**config.mk**
```make
export PLATFORM = sky130hd
export DESIGN_NAME = kstm_ctrl
export DESIGN_NICKNAME = d
export VERILOG_FILES = /design/src/rtl/kstm_pkg.sv /design/src/rtl/kstm_ctrl.sv
export SDC_FILE = /design/constraint.sdc
export NUM_CORES = 1
export LEC_CHECK = 0
export ABC_AREA = 0
export BUFFER_PORTS_ARGS = -buffer_cell sky130_fd_sc_hd__buf_4
export CORE_AREA = 2 2 39 41
export CTS_CLUSTER_SIZE = 30
export DETAILED_ROUTE_END_ITERATION = 7
export DIE_AREA = 0 0 41 43
export PLACE_DENSITY = 0.3
export SETUP_SLACK_MARGIN = 0.4
export SLEW_MARGIN = 20
export SYNTH_ARGS = -nofsm -noshare
export SYNTH_HDL_FRONTEND = slang
export SYNTH_SLANG_ARGS = --single-unit
export TNS_END_PERCENT = 50
```
**constraint.sdc**
```tcl
create_clock -name i_clk -period 1.1 [get_ports i_clk]
set_input_delay 0.165 -clock i_clk [delete_from_list [all_inputs] [get_ports i_clk]]
set_output_delay 0.165 -clock i_clk [all_outputs]
set_load 0.02 [all_outputs]
```
**src/rtl/kstm_pkg.sv**
```systemverilog
`timescale 1ns / 1ps

package kstm_pkg;

    // default sizes
    localparam int unsigned NODE_COUNT_DEF   = 64;
    localparam int unsigned ALPHABET_DEF     = 256;
    localparam int unsigned ACTION_COUNT_DEF = 256;

    // request opcodes
    typedef enum logic [0:0] {
        OP_FEED = 1'b0,
        OP_BIND = 1'b1
    } t_op;

    // result status codes
    typedef enum logic [2:0] {
        STS_MISMATCH  = 3'd0,
        STS_PARTIAL   = 3'd1,
        STS_MATCH     = 3'd2,
        STS_CONTINUE  = 3'd3,
        STS_DONE      = 3'd4,
        STS_CONFLICT  = 3'd5,
        STS_EXHAUSTED = 3'd6
    } t_status;

    // table entry kinds
    typedef enum logic [1:0] {
        KIND_EMPTY = 2'd0,
        KIND_INNER = 2'd1,
        KIND_FINAL = 2'd2
    } t_kind;

    // request payload
    typedef struct packed {
        t_op         op;
        logic [7:0]  token;
        logic        path_end;
        logic [7:0]  action_id;
    } t_in_item;

    // result payload
    typedef struct packed {
        t_status     status;
        logic [7:0]  matched_action;
    } t_out_item;

    // controller to datapath commands
    typedef struct packed {
        logic clr_we;
        logic load;
        logic exec;
    } t_cmd;

    // datapath to controller status
    typedef struct packed {
        logic clr_last;
    } t_sts;

endpackage

```
**src/rtl/kstm_ctrl.sv**
```systemverilog
`timescale 1ns / 1ps

module kstm_ctrl
    import kstm_pkg::*;
(
    input  logic i_clk,
    input  logic i_rst_n,
    input  logic start,
    input  t_sts i_sts,
    output t_cmd o_cmd,
    output logic busy,
    output logic o_valid
);

    typedef enum logic [1:0] {
        S_CLEAR,
        S_IDLE,
        S_EXEC
    } t_state;

    t_state r_state;
    t_state n_state;
    logic   r_valid;

    // next state
    always_comb begin
        n_state = r_state;
        unique case (r_state)
            S_CLEAR: if (i_sts.clr_last) n_state = S_IDLE;
            S_IDLE:  if (start) n_state = S_EXEC;
            S_EXEC:  n_state = S_IDLE;
            default: n_state = S_CLEAR;
        endcase
    end

    // state and result strobe
    always_ff @(posedge i_clk) begin
        if (!i_rst_n) begin
            r_state <= S_CLEAR;
            r_valid <= 1'b0;
        end else begin
            r_state <= n_state;
            r_valid <= (r_state == S_EXEC);
        end
    end

    // commands to the datapath
    always_comb begin
        o_cmd.clr_we = (r_state == S_CLEAR);
        o_cmd.load   = (r_state == S_IDLE) && start;
        o_cmd.exec   = (r_state == S_EXEC);
    end

    assign busy    = (r_state != S_IDLE);
    assign o_valid = r_valid;

endmodule

```
== After elaboration in Yosys (flattened, before gate mapping) ==
Index checks and enable logic that the tools add are counted.
Storage, ports and cells
  register bits: 3
  bits of input ports: 4
  output and inout port bits: 5
Operators by class
  eq/ne operators: 5
  mux-type cells: 3
  reductions and logical operators: 3
Operators with widths (number)
  2-bit case mux with 3 select lines: 1
  2-bit two-way mux: 2
  2-bit inequality test, second input constant: 2
  2-bit by 1-bit == test with 1-bit output, second input constant: 1
  2-bit == test, second input constant: 1
  2-bit zero test: 1
  2-bit by 1-bit inequality test with 1-bit output, second input constant: 1
  2-bit AND reduction: 1
  1-bit logical AND: 1

== Depth between registers and ports, before layout ==
Gate-level depths: netlist (run 1).
  depth after elaboration: 3
  depth in mapped cells: 2
  depth with buffers taken out: 2

== Worst setup path after synthesis (run 1) ==
No wires, ideal clock.
  kind: flip-flop to flip-flop
  start: register r_state[1]
  end: register r_state[1]
  library setup time: 115 ps
  arrival: 762 ps
  data required time: 985 ps
  path slack: 223 ps
  cell stages (with the launch flop): 3
  buffers on the path: 0
  clock period less this slack: 877 ps
  cells stage by stage: dfxtp_1 -> and3b_1 -> and2_1
Between the ends
  word-level cells in the longest chain between the ends: 3
  elaborated cells on any way between the ends: 7
  those cells by class: eq/ne (4); mux (1); reduce/logical (2)
RTL lines
  from (decl): RTL line kstm_ctrl.sv:21  | t_state r_state;
  from (signal assigned): RTL line kstm_ctrl.sv:42  | r_state <= n_state;
  2-bit by 1-bit == test with 1-bit output or 2-bit zero test (tied branches): RTL line kstm_ctrl.sv:28  | unique case (r_state)
  2-bit inequality test (no source line)
  2-bit AND reduction (no source line)
Parallel ways exist; a longest one is shown, timed or not.
A chain may end at the register's enable or synchronous reset.

==> impl_metrics.py, run 1 <==
metrics = {
    "run_status": {
        "outcome": "finished clean",
    },
    "run": {
        "drv_cap": 0,
    },
    "clocking": {
        "cts_root_buf": "clkbuf_4",
        "hold_buffers": 0,
        "clock_latency_ps": 230,
        "post_cts_buffers": 0,
        "clk_pin_slew_worst_paths_ps": 40,
        "tritoncts": "done",
        "clock_path_buffers": 2,
        "htree_levels": 1,
        "numCtsBuffers": 3,
        "clock-sinks": 3,
    },
    "power_and_ir_drop": {
        "clkPwrFrac_pct": 49.9,
        "internal_power_mw": 0.291,
        "p_per_area_nw_per_um2": 1520,
        "combPwrFrac_pct": 18.8,
        "power_leakage_nw": 0.115,
        "p_seq_share_pct": 31.3,
        "vdd_ir_drop_max_mv": 0.473,
        "p_sw_mw": 0.102,
        "swShare_pct": 25.9,
    },
    "worst_setup_path": {
        "worst_setup_path_end_kind": "output port",
        "crit_chain": "and3b_2 -> buf_6",
        "worst_setup_path_start_kind": "register",
        "cp_data_required_time_ps": 940,
        "cp.buffers_inverters": 1,
        "critPathMaxStageDelay_ps": 350,
        "critPathSlowestCell": "dfxtp_4",
        "worstPathMaxFanout": 5,
        "crit_type": "reg2out",
        "arrival_ps": 930,
        "cp_top_family": "flip-flops",
    },
    "logic_synthesis": {
        "synthArstFlopShare_pct": 0,
        "yosysTopAreaCell": "dfxtp_1",
        "syn_nets": 17,
        "synth-edff-count": 0,
        "ys_seq_area_share_pct": 46.2,
        "yosysMostFrequentCell": "dfxtp_1",
        "ys.flop_type": "dfxtp_1",
        "syn_area_um2": 130,
        "synth.area.top_cells": "dfxtp_1, o32ai_2, and2_1, nand2b_1, and3b_1",
        "yosys_warnings": 0,
        "ys_types": 8,
        "yosys_register_bits": 3,
        "synth_commonest_cells": "dfxtp_1, and2_1, nand2b_1, nor2_1",
        "synth_top_cell_area_share_pct": 46.2,
        "synth_cells": 13,
        "syn-mean-instance-area_um2": 10.0,
    },
    "global_routing": {
        "antenna_found_initial": 0,
        "grt-ovfl-total": 0,
        "grt_pass1_wl_um": 614,
        "first_global_vias": 152,
        "grt.total_usage_pct": 5.80,
        "grt_max_degree": 6,
    },
    "sta": {
        "relSlewSlack_pct": 88.5,
        "fin_skew_ps": 4.35,
        "slew_violations": 0,
        "final_hold_viol_count": 0,
        "period_minus_slack_ps": 1100,
        "finalCritPeriodShare_pct": 99.9,
        "tightest_slew_ps": 173,
        "rsz0062_at_grt": "yes",
        "setup_viol": 0,
        "fmax_ghz": 0.910,
    },
    "place": {
        "gp_congestion": 0.626,
        "dpl_cell_area_um2": 216,
        "io_buffers": 8,
        "dp_cells": 37,
    },
    "die": {
        "die_area_um2": 1760,
        "initial_utilization_pct": 9.40,
        "die_y_um": 43,
        "ios": 9,
        "die_w_um": 41,
        "core_area_um2": 1380,
        "num_rows": 14,
    },
    "final_layout": {
        "insertedDiodeCount": 0,
        "area_growth_pct": 98.1,
        "drive_gt1_share_pct": 72.0,
        "fillers": 159,
        "nets": 30,
        "final_core_util_pct": 18.6,
        "fin_cells": 41,
        "stdcell_area_um2": 258,
    },
    "drt": {
        "wire_per_inst_um": 9.85,
        "avgViaCountPerCell": 3.44,
        "drc": 0,
        "num_vias": 141,
        "drt_pass1_iterations": 2,
        "drt_iter0_drc": 2,
        "drt_wl_total_um": 404,
        "ant_nets": 0,
    },
    "min_path": {
        "hold_class": "in2reg",
    },
}
==> final timing paths <==
kind | from | to | slack (ps) | cells past startpoint
worst max-delay path | r_state[0] | o_cmd[1] | 1 | 2
worst min-delay path | start | r_state[0] | 140 | 2
worst min register to register | r_state[1] | r_state[0] | 550 | 2
worst max register to register | r_state[0] | r_state[1] | 270 | 2
==> through the flow <==
stage	worst slack, ps	TNS [ps]	power, mW	hold WS (ps)
2_1_floorplan	271	0	0.160	278
3_3_place_gp	242	0	0.194	387
3_5_place_dp	234	0	0.195	388
4_1_cts	-7.86	-7.86	0.409	135
5_1_grt	-36.5	-53.8	0.422	143
6_report	1.07	0	0.393	142
==> registers in the layout (all words and copies together) (netlist names) <==
name	cells
o_valid	1
r_state	2
==> cell families after synthesis <==
| group | Yosys count | share of synthesized area (%) |
|---|---|---|
| compound gates | 1 | 12.5 |
| buf+inv | 1 | 2.88 |
| simple gates | 8 | 38.5 |
| flops | 3 | 46.2 |
==> power by group through the flow <==
stage	logic, mW	clock network, mW	registers, mW
floorplan	0.0360	0	0.124
global placement	0.0693	0	0.125
detailed placement	0.0700	0	0.125
CTS	0.0756	0.209	0.124
global route	0.0790	0.218	0.124
finish	0.0736	0.196	0.123
==> cell usage in the layout, fill, tap and decap left out, drive strengths merged <==
cell type / synthesis / routed
nor2: 2 / 2
and3b: 1 / 1
dfxtp: 3 / 3
nor2b: 1 / 1
o32ai: 1 / 1
and2: 2 / 2
clkbuf: 0 / 4
buf: 0 / 8
inv: 1 / 1
nand2b: 2 / 2
==> per-layer routing <==
layer / GRT usage, % / part of all wire (%) / routed length [um]
met2: 7.50 / 43 / 172
met4: 2.00 / 0.99 / 4
met1: 6.03 / 45 / 181
met5: 0 / 0 / 0
met3: 6.28 / 11 / 45
==> cell type report <==
class | count | area, um^2 | area share [%]
sequential | 3 | 66.3 | 25.7
multi-input combinational | 9 | 70.1 | 27.2
clock buffer | 4 | 26.3 | 10.2
inverter | 1 | 3.75 | 1.46
timing repair buffer | 8 | 71.3 | 27.7
tap | 16 | 20.0 | 7.77
==> what timing repair did <==
action,CTS,global route
setup endpoints to repair,8,8
gates cloned,0,0
gates resized for setup,4,1
endpoints found under the hold margin,0,0
pin swaps,1,1
No activity file was read; power rests on OpenSTA's default activity.
==> run 2, diff against run 1 <==
--- a/config.mk
+++ b/config.mk
@@ -5,7 +5,7 @@
 export SDC_FILE = /design/constraint.sdc
 export NUM_CORES = 1
 export LEC_CHECK = 0
-export ABC_AREA = 0
+export ABC_AREA = 1
 export BUFFER_PORTS_ARGS = -buffer_cell sky130_fd_sc_hd__buf_4
 export CORE_AREA = 2 2 39 41
 export CTS_CLUSTER_SIZE = 30
==> constraint.sdc (replaced) <==
create_clock -name i_clk -period 1.1 [get_ports i_clk]
set_input_delay 0.165 -clock i_clk [delete_from_list [all_inputs] [get_ports i_clk]]
set_output_delay 0.165 -clock i_clk [all_outputs]
set_load 0.1 [all_outputs]
==> run 2 against run 1 <==
The run now ends with negative setup slack left. Clock skew shrank 0.85 ps. Register-to-register slack gained 40 ps. First-iteration DRC count shrank 100%. Clock power is essentially flat. Worst hold slack gained 29 ps. Combinational power grew to 2.5 times the previous value. Flip-flop and latch count is the same.
==> impl_metrics.py, run 2 <==
metrics = {
    "die": {
        "ios": 9,
        "initial_utilization_pct": 9.49,
        "num_rows": 14,
        "die_w_um": 41,
        "die_area_um2": 1760,
        "die_y_um": 43,
        "core_area_um2": 1380,
    },
    "logic_synthesis": {
        "synth_mux_area_share_pct": 0,
        "synth_top_family_by_area": "simple AND/OR/NAND/NOR gates",
        "ys_types": 9,
        "yosysTopAreaCell": "dfxtp_1",
        "synth_top_cell_area_share_pct": 45.7,
        "ys.flop_type": "dfxtp_1",
        "synth_commonest_cells": "inv_1, dfxtp_1, nand2_1, nor2_1, nor2_2",
        "yosys_warnings": 0,
        "synth_cells": 17,
        "synthArstFlopShare_pct": 0,
        "ys_seq_area_share_pct": 45.7,
        "synth-simple-area-share_pct": 37.1,
        "synth.area.top_cells": "dfxtp_1, inv_1, nor2_2, nor3_2, nand2_1",
        "synth_xor_area_share_pct": 0,
        "yosysMostFrequentCell": "inv_1",
        "synth_compound_area_share_pct": 5.71,
        "synth-edff-count": 0,
        "yosys.area_share.adder_pct": 0,
        "syn-mean-instance-area_um2": 7.73,
        "syn_nets": 21,
        "syn_area_um2": 131,
        "yosys_register_bits": 3,
    },
    "drt": {
        "drc": 0,
        "avgViaCountPerCell": 3.31,
        "drt_pass1_iterations": 1,
        "ant_nets": 0,
        "num_vias": 149,
        "drt_iter0_drc": 0,
        "drt_wl_total_um": 341,
        "wire_per_inst_um": 7.58,
    },
    "worst_setup_path": {
        "crit_type": "reg2out",
        "critPathCapture": "o_cmd[1]",
        "critPathMaxStageDelay_ps": 360,
        "crit_chain": "inv_6 -> nand2_8 -> nor2_4 -> buf_12",
        "critPathSlowestCell": "dfxtp_4",
        "rrSetupSlack_ps": 310,
        "cp_top_family": "flip-flops",
        "arrival_ps": 1020,
        "cp_num_cells": 4,
        "crit-reg2reg-launch": "r_state[0]",
        "cp.buffers_inverters": 2,
        "setup.worst_path.start": "r_state[1]",
        "reg2reg_to": "r_state[0]",
        "worst_setup_path_start_kind": "register",
        "worst_setup_path_end_kind": "output port",
        "reg2reg_depth": 4,
        "worstPathMaxFanout": 3,
        "cp_data_required_time_ps": 940,
    },
    "global_routing": {
        "met1_usage_pct": 4.78,
        "grt-busiest-layer": "met2",
        "grt-ovfl-total": 0,
        "grt.total_usage_pct": 5.81,
        "grt_max_degree": 6,
        "use_met3_pct": 1.57,
        "first_global_vias": 175,
        "antenna_found_initial": 0,
        "grt_pass1_wl_um": 655,
        "use_met2_pct": 8.75,
    },
    "sta": {
        "finalCritPeriodShare_pct": 107,
        "setup_viol": 3,
        "fin_skew_ps": 3.51,
        "fmax_ghz": 0.847,
        "rsz0062_at_grt": "yes",
        "finalWorstSetupSlack_ps": -81.2,
        "final_hold_viol_count": 0,
        "slew_violations": 0,
        "period_minus_slack_ps": 1180,
        "tightest_slew_ps": 172,
        "relSlewSlack_pct": 88.4,
        "holdWs_ps": 171,
    },
    "run_status": {
        "violations": "negative setup slack",
        "outcome": "finished, violations left",
    },
    "clocking": {
        "clock_path_buffers": 2,
        "cts_root_buf": "clkbuf_4",
        "post_cts_buffers": 0,
        "clock-sinks": 3,
        "tritoncts": "done",
        "hold_buffers": 0,
        "htree_levels": 1,
        "clock_latency_ps": 230,
        "numCtsBuffers": 3,
        "clk_pin_slew_worst_paths_ps": 40,
    },
    "power_and_ir_drop": {
        "p_per_area_nw_per_um2": 1460,
        "power_leakage_nw": 0.146,
        "vdd_ir_drop_max_mv": 0.201,
    },
    "place": {
        "dpl_cell_area_um2": 258,
        "post-place-ws_ps": 59.7,
        "dp_hpwl_um": 274,
        "io_buffers": 8,
        "gp_congestion": 0.565,
    },
    "final_layout": {
        "final_core_util_pct": 25.1,
        "drive_gt1_share_pct": 72.4,
        "nets": 34,
        "final_common_cell": "buf_12",
        "final_cell_mix": "buf_12, nor2_4, inv_1, clkbuf_4, buf_4",
        "stdcell_area_um2": 348,
        "largest_reg_flops": 2,
        "top_register": "r_state",
        "area_growth_pct": 165,
        "insertedDiodeCount": 0,
    },
    "min_path": {
        "hold_class": "in2reg",
        "hold_depth": 3,
    },
    "run": {
        "drv_cap": 0,
    },
}
## run 2: changes by cell type after synthesis, sizes merged
cell	change
and2	-2
and3b	-1
inv	+3
nand2	+3
nand2b	-2
nor2	+2
nor2b	-1
nor3	+2
o21a	+1
o32ai	-1
## run 2: power by group
| part | switching [mW] | total [mW] | internal (mW) |
|---|---|---|---|
| clock | 0.0566 | 0.193 | 0.136 |
| combinational | 0.116 | 0.184 | 0.0682 |
| sequential | 0.0152 | 0.129 | 0.114 |
| total | 0.188 | 0.506 | 0.318 |
## run 2: tightest hold or removal path: cells and delay by family
family | cells | cell delay (ps)
AND/OR/NAND/NOR | 2 | 110
buffers and inverters | 1 | 80
## run 2: metrics by stage
stage,std cells,power [mW],TNS (ps)
2_1_floorplan,17,0.249,-273
3_3_place_gp,41,0.280,0
3_5_place_dp,41,0.279,0
4_1_cts,45,0.518,-132
5_1_grt,45,0.541,-205
6_report,45,0.506,-86.0
## run 2: routing by layer
layer | part of all wire [%] | vias up
li1 | - | 73
met1 | 28 | 74
met2 | 70 | 2
met3 | 0.88 | 0
met4 | 0 | 0
met5 | 0 | -
## run 2: kinds of logic after synthesis
kind of cell    after synthesis
simple gates                  9
buf+inv                       4
compound gates                1
flops                         3
## run 2: final cells by class
type / instances / area [um^2]
multi-input combinational: 10 / 90.1
tap: 16 / 20.0
sequential: 3 / 68.8
inverter: 4 / 20.0
clock buffer: 4 / 26.3
fill: 153 / 1040
timing repair buffer: 8 / 123
## run 2: worst min path at each step
stage                 start          to  slack (ps)
floorplan           i_rst_n  r_state[0]         290
global placement    i_rst_n  r_state[0]         410
detailed placement  i_rst_n  r_state[0]         410
CTS                 i_rst_n  r_state[0]         170
global route        i_rst_n  r_state[0]         180
finish              i_rst_n  r_state[0]         170
## run 2: what timing repair did
item,CTS,global route
pin swaps,6,5
endpoints found under the setup margin,6,7
resized for setup,16,0
